### src/sv/eac_pkg.sv
// shared constants, types and arithmetic helpers for the euler angle composition block
package eac_pkg;

  localparam int ANGLE_WIDTH_DEF  = 16;
  localparam int CORDIC_STEPS_DEF = 16;

  // input angles carry 13 fraction bits, internal angles 30
  localparam int FRAC_SHIFT = 17;

  localparam int SC_W    = 34;  // sin/cos cordic datapath
  localparam int SIN_W   = 32;  // sine and cosine, q30
  localparam int MAT_W   = 33;  // rotation matrix entries, q30
  localparam int F_W     = 36;  // composed matrix entries, q30
  localparam int AT_W    = 38;  // vectoring cordic x and y
  localparam int AZ_W    = 36;  // vectoring cordic angle, q30
  localparam int SAT_W   = 32;  // saturated asin argument
  localparam int ROOT_W  = 31;  // integer square root result
  localparam int RAD_W   = 62;  // square root remainder
  localparam int OUT_W   = 16;  // roll and yaw result width
  localparam int PITCH_W = 15;  // pitch result width

  // asin front end: saturate, square, remainder, then one root bit per stage
  localparam int ASIN_STAGES = 3 + ROOT_W;

  localparam logic signed [63:0] Q_PI        = 64'sd3373259426;
  localparam logic signed [63:0] Q_HALF_PI   = 64'sd1686629713;
  localparam logic signed [63:0] Q_TWO_PI    = 64'sd6746518852;
  localparam logic signed [63:0] Q_ONE       = 64'sd1073741824;
  localparam logic signed [63:0] CORDIC_GAIN = 64'sd652032874;

  localparam logic signed [OUT_W-1:0] OUT_PI      = 16'sd25736;
  localparam logic signed [OUT_W-1:0] OUT_HALF_PI = 16'sd12868;

  localparam logic signed [2*MAT_W-1:0] QRND    = (2*MAT_W)'(64'sd536870912);
  localparam logic signed [AZ_W:0]      OUT_RND = (AZ_W+1)'(64'sd65536);

  // selected entries of the composed matrix
  typedef struct packed {
    logic signed [F_W-1:0] f00;
    logic signed [F_W-1:0] f10;
    logic signed [F_W-1:0] f20;
    logic signed [F_W-1:0] f21;
    logic signed [F_W-1:0] f22;
  } fsel_t;

  // atan(2^-k) in q30
  function automatic logic [31:0] atan_at(input int k);
    logic [31:0] v;
    case (k)
      0:  v = 32'd843314856;
      1:  v = 32'd497837829;
      2:  v = 32'd263043836;
      3:  v = 32'd133525158;
      4:  v = 32'd67021686;
      5:  v = 32'd33543515;
      6:  v = 32'd16775850;
      7:  v = 32'd8388437;
      8:  v = 32'd4194282;
      9:  v = 32'd2097149;
      10: v = 32'd1048575;
      11: v = 32'd524287;
      12: v = 32'd262143;
      13: v = 32'd131071;
      14: v = 32'd65535;
      15: v = 32'd32767;
      16: v = 32'd16383;
      17: v = 32'd8191;
      18: v = 32'd4095;
      19: v = 32'd2047;
      20: v = 32'd1023;
      21: v = 32'd511;
      22: v = 32'd255;
      23: v = 32'd127;
      24: v = 32'd63;
      25: v = 32'd31;
      26: v = 32'd15;
      27: v = 32'd8;
      28: v = 32'd4;
      29: v = 32'd2;
      30: v = 32'd1;
      default: v = 32'd0;
    endcase
    return v;
  endfunction

  // q30 product, rounded half up
  function automatic logic signed [MAT_W-1:0] qmul(input logic signed [MAT_W-1:0] a,
                                                   input logic signed [MAT_W-1:0] b);
    logic signed [2*MAT_W-1:0] p;
    p = a * b;
    p = p + QRND;
    return p[MAT_W+29:30];
  endfunction

  // q30 angle to 13 fraction bits, rounded half up and clamped
  function automatic logic signed [OUT_W-1:0] to_out(input logic signed [AZ_W:0] z,
                                                     input logic signed [OUT_W-1:0] lim);
    logic signed [AZ_W:0]    zr;
    logic signed [AZ_W-17:0] q;
    logic signed [OUT_W-1:0] r;
    zr = z + OUT_RND;
    q  = zr[AZ_W:17];
    if (q > lim) begin
      r = lim;
    end else if (q < -lim) begin
      r = -lim;
    end else begin
      r = OUT_W'(q);
    end
    return r;
  endfunction

endpackage

### src/sv/eac_sincos.sv
// pipelined sine and cosine: range reduction then rotation-mode cordic
module eac_sincos #(
  parameter int ANGLE_WIDTH  = eac_pkg::ANGLE_WIDTH_DEF,
  parameter int CORDIC_STEPS = eac_pkg::CORDIC_STEPS_DEF
) (
  input  logic                             clk,
  input  logic                             en,
  input  logic signed [ANGLE_WIDTH-1:0]    angle,
  output logic signed [eac_pkg::SIN_W-1:0] sin_q,
  output logic signed [eac_pkg::SIN_W-1:0] cos_q
);
  import eac_pkg::*;

  localparam int RS   = (ANGLE_WIDTH > 16) ? ANGLE_WIDTH - 16 : 0;
  localparam int NRED = RS + 1;
  localparam int UW   = 35 + RS;

  localparam logic signed [UW:0] WRAP_OFS = (UW+1)'(Q_TWO_PI <<< RS);
  localparam logic signed [UW:0] HP_U     = (UW+1)'(Q_HALF_PI);
  localparam logic signed [UW:0] PI_U     = (UW+1)'(Q_PI);
  localparam logic signed [UW:0] TP_U     = (UW+1)'(Q_TWO_PI);
  localparam logic signed [UW:0] THP_U    = (UW+1)'(Q_HALF_PI * 3);

  logic signed [UW:0]     ang_ext;
  logic signed [UW:0]     ang_ofs;
  logic        [UW-1:0]   red [NRED+1];
  logic signed [UW:0]     fold_in;
  logic signed [UW:0]     fold_z;
  logic                   fold_flip;
  logic signed [SC_W-1:0] cx [CORDIC_STEPS+1];
  logic signed [SC_W-1:0] cy [CORDIC_STEPS+1];
  logic signed [SC_W-1:0] cz [CORDIC_STEPS+1];
  logic                   cflip [CORDIC_STEPS+1];

  // make the angle non-negative so a plain restoring reduction works
  assign ang_ext = (UW+1)'(angle) <<< FRAC_SHIFT;
  assign ang_ofs = (ang_ext < 0) ? ang_ext + WRAP_OFS : ang_ext;

  always_ff @(posedge clk) begin
    if (en) begin
      red[0] <= ang_ofs[UW-1:0];
    end
  end

  for (genvar s = 0; s < NRED; s++) begin : g_red
    localparam logic [UW-1:0] MOD_K = UW'(Q_TWO_PI <<< (RS - s));
    always_ff @(posedge clk) begin
      if (en) begin
        red[s+1] <= (red[s] >= MOD_K) ? red[s] - MOD_K : red[s];
      end
    end
  end

  // fold [0, 2pi) into [-pi/2, pi/2], flip marks a half turn
  assign fold_in = signed'({1'b0, red[NRED]});

  always_comb begin
    fold_z    = fold_in;
    fold_flip = 1'b0;
    if (fold_in > HP_U && fold_in < THP_U) begin
      fold_z    = fold_in - PI_U;
      fold_flip = 1'b1;
    end else if (fold_in >= THP_U) begin
      fold_z = fold_in - TP_U;
    end
  end

  always_ff @(posedge clk) begin
    if (en) begin
      cx[0]    <= SC_W'(CORDIC_GAIN);
      cy[0]    <= '0;
      cz[0]    <= SC_W'(fold_z);
      cflip[0] <= fold_flip;
    end
  end

  for (genvar i = 0; i < CORDIC_STEPS; i++) begin : g_rot
    localparam logic signed [SC_W-1:0] ATN = SC_W'(atan_at(i));
    always_ff @(posedge clk) begin
      if (en) begin
        cflip[i+1] <= cflip[i];
        if (cz[i] >= 0) begin
          cx[i+1] <= cx[i] - (cy[i] >>> i);
          cy[i+1] <= cy[i] + (cx[i] >>> i);
          cz[i+1] <= cz[i] - ATN;
        end else begin
          cx[i+1] <= cx[i] + (cy[i] >>> i);
          cy[i+1] <= cy[i] - (cx[i] >>> i);
          cz[i+1] <= cz[i] + ATN;
        end
      end
    end
  end

  always_ff @(posedge clk) begin
    if (en) begin
      if (cflip[CORDIC_STEPS]) begin
        sin_q <= SIN_W'(-cy[CORDIC_STEPS]);
        cos_q <= SIN_W'(-cx[CORDIC_STEPS]);
      end else begin
        sin_q <= SIN_W'(cy[CORDIC_STEPS]);
        cos_q <= SIN_W'(cx[CORDIC_STEPS]);
      end
    end
  end

endmodule

### config.mk
export PLATFORM = sky130hd
export DESIGN_NAME = eac_sincos
export DESIGN_NICKNAME = d
export VERILOG_FILES = /design/src/sv/eac_pkg.sv /design/src/sv/eac_sincos.sv
export SDC_FILE = /design/constraint.sdc
export NUM_CORES = 2
export LEC_CHECK = 0
export BUFFER_PORTS_ARGS = -buffer_cell sky130_fd_sc_hd__buf_2
export CORE_MARGIN = 2
export CORE_UTILIZATION = 33
export DETAILED_ROUTE_END_ITERATION = 6
export PLACE_DENSITY_LB_ADDON = 0.05
export RECOVER_POWER = 100
export SYNTH_ARGS = -nofsm -noshare
export SYNTH_HDL_FRONTEND = slang
export SYNTH_SLANG_ARGS = --single-unit
### constraint.sdc
create_clock -name clk -period 15.2 [get_ports clk]
set_input_delay 2.28 -clock clk [delete_from_list [all_inputs] [get_ports clk]]
set_output_delay 2.28 -clock clk [all_outputs]
set_load 0.005 [all_outputs]
==> key figures <==
Floorplanning
  – Die Span Y: 633 um
  – Die W: 633 um
  – # rows: 230
  – Initial Util: 33.2%
  – Top Ports: 82
  – Core region area: 393000 um2
  – Die area: 401000 um2

Hold path
  – Hold Crit Class: reg2reg

STA
  – Worst Clk Skew: 0.0470 ns
  – Hold Vio Cnt, Final: 0
  – Setup TNS Final: 0 ns
  – Max Fclk: 94.0 MHz
  – Relative slew slack: -410%
  – RSZ-0062 raised after global routing: no
  – Final period util: 70.0%
  – Final min period: 10.64 ns
  – # setup viols final: 0
  – Final Max Tran Viols: 2295
  – Actual slew at the worst max-slew pin: 7.65 ns

Outcome
  – Failing checks: max-capacitance violations, max-slew violations
  – Status: complete, but fails checks

Flow run
  – Max-Cap Viols: 43

Cells and area
  – Fillers: 39400
  – Footprint of the multi-input gates: 79500 um2
  – Sequential cell area: 48200 um2
  – Final nets: 15000
  – Commonest cells after routing, fill and taps aside: 1606 x edfxtp_1, 1439 x ha_1, 1351 x a21oi_1
  – Layout cells sized above 1: 3.77%
  – Area grow syn2layout: 10.1%
  – Commonest non-fill, non-tap cell in the layout: edfxtp_1

Clock tree
  – Clock transition at path regs: 0.06 ns
  – CTS tree: built
  – CTS root buffer: clkbuf_16
  – CTS Hold Buffers Added: 0
  – Clock sinks: 1606
  – Clock Latency Late Sink: 0.93 ns
  – Setup bufs post-CTS: 0
  – Clock Path Buffers: 4
  – Num CTS Buffers: 210
  – # resized after CTS: 0
  – H-tree Lvls: 4

Drt
  – Final antenna-violating net count: 0
  – Total Routed Length: 375 mm
  – Routed vias: 100000
  – # DRC: 0
  – Routed len/inst: 19.9 um
  – Drt first pass iters: 7
  – Via density: 5.32
  – Iteration-0 DRC Markers: 6334

Critical path
  – CP Capture Type: register
  – Worst setup SP type: primary input
  – Worst Path Arrival: 11.30 ns
  – R2R Setup Slk: 6.01 ns
  – Worst R2R Start: cz[12][33]
  – Req. time, crit path: 15.86 ns
  – Reg2Reg Depth: 18
  – Worst setup startpoint: en
  – Slowest-stage cell, CP: clkbuf_1
  – Reg-to-Reg End: cx[13][30]
  – Worst-path cell chain: buf_12 > clkbuf_1 > nand2_1 > clkbuf_1 > inv_1 > mux2i_1 > ha_1 > nor2b_1 > o21a_1 > o21a_1 > o31ai_1 > a31oi_1 > a2111oi_0 > o211ai_1 > a31o_1 > nor3b_1 > or3_1 > a21oi_1 > xnor2_1
  – Worst setup path category: in2reg
  – Crit-path max FO: 73
  – Slowest stage delay, CP: 2.51 ns
  – CP endpoint: cy[9][33]

Synth
  – Post-synthesis average cell area: 9.81 um2
  – Cell count after synthesis: 13300
  – Cell Area, Synth: 131000 um2
  – FF+latch count, synth: 1606
  – Post-synth EDFFs: 1606
  – Async S/R FF share, synth: 0%
  – Seq/Total Area, Yosys: 36.9%
  – Most used DFF post-synth: edfxtp_1
  – Synth cell types: 96
  – Yosys warns: 0
  – Syn_nets: 14800

GRT
  – Initial antenna violation count: 5
  – Total global-route track usage: 18.2%
  – First-pass GRT wire length: 583 mm
  – Vias in the first global route: 98600
  – Total grt overflow: 0
  – Pin count of the biggest net entering global routing: 160

Placed design
  – PortBufs: 81
  – DP HPWL: 298 mm
  – GP Congestion: 0.886
-- metrics by stage --
| step | instances | hold WS [ns] | area, um2 | utilization, % | setup slack (ns) |
|---|---|---|---|---|---|
| floorplan | 13300 | 0.400 | 131000 | - | 8.25 |
| detailed placement | 18500 | 0.406 | 137000 | 34.9 | 6.62 |
| CTS | 18900 | 0.419 | 144000 | 36.6 | 7.62 |
| finish | 18900 | 0.417 | 144000 | 36.6 | 4.56 |
| global placement | 18500 | 0.403 | 137000 | 34.9 | 6.67 |
| global route | 18900 | 0.433 | 144000 | 36.6 | 3.55 |
-- worst max-delay path: cells and delay by family --
family | cells | cell delay [ns]
mux | 1 | 0.37
xor+xnor | 1 | 0.08
buf+inv | 4 | 4.49
simple gates | 4 | 0.72
compound gates | 8 | 2.80
fa+ha+maj | 1 | 0.29
-- cells in the mapped netlist (61+ instances only) --
library cell,n,area (um2)
nor2_1,952,3570
o31ai_1,164,1230
nor3_1,244,1220
nand2_1,793,2980
a21o_1,694,5210
nand2b_1,220,1380
xor2_1,654,5730
o21ai_0,696,3480
xnor2_1,1331,11700
nand3_1,237,1190
o21a_1,207,1550
o41ai_1,79,692
a211oi_1,94,706
mux2_2,61,687
clkbuf_1,183,687
o21bai_1,183,1370
nand4_1,77,482
and3_1,125,782
nor4_1,73,457
a21oi_1,1349,6750
and2_1,75,469
a31oi_1,145,907
nor2b_1,209,1310
or3_1,95,594
edfxtp_1,1606,48200
inv_1,505,1900
ha_1,1439,18000
-- sequential cells by signal, indices dropped and copies added, names as in the netlist --
signal and cells:
cy 509, cz 495, cx 482, red 39, cos_q 32, sin_q 32
cflip 17
-- final cells by class --
type,instances,share of cell area (%)
Multi-Input combinational cell,11000,55.3
Sequential cell,1606,33.6
Tap cell,5220,4.54
Clock buffer,241,3.74
Inverter,512,1.34
Clock inverter,141,0.986
Timing Repair Buffer,157,0.501
Antenna cell,3,0.00522
-- metal layers --
layer,vias up,track usage [%],share of wire [%]
met3,426,1.63,3.4
met4,2,4.89,2.8
li1,49900,-,-
met1,48300,25.3,48
met2,1684,30.3,46
met5,-,0,0.0035
-- logic make-up (layout without fill, tap and decap cells) --
logic type                 Yosys count  count (layout)  synth area share (%)
buffers and inverters              726            1051                  2.09
and+or+nand+nor                   3316            3316                  12.3
adders and majority gates         1482            1482                  14.5
other                                1               4               0.00287
muxes                              119             119                 0.971
xor gates and xnor gates          1986            1986                  13.3
DFF                               1606            1606                  36.9
AOI/OAI and AO/OA                 4074            4074                  19.9
-- how the worst min path moves through the flow --
stage,startpoint,end,slack [ns],depth (start not counted)
2_1_floorplan,cflip[0][0],cflip[0][1],0.40,0
3_3_place_gp,cflip[1][7],cflip[2][0],0.40,0
3_5_place_dp,cflip[0][3],cflip[0][4],0.41,0
4_1_cts,cflip[0][3],cflip[0][4],0.42,0
5_1_grt,cflip[0][3],cflip[0][4],0.43,0
6_report,cflip[0][1],cflip[0][2],0.42,0
Power is not shown: default switching activity piles up to over one toggle a cycle in this logic, so the estimate is an artifact.
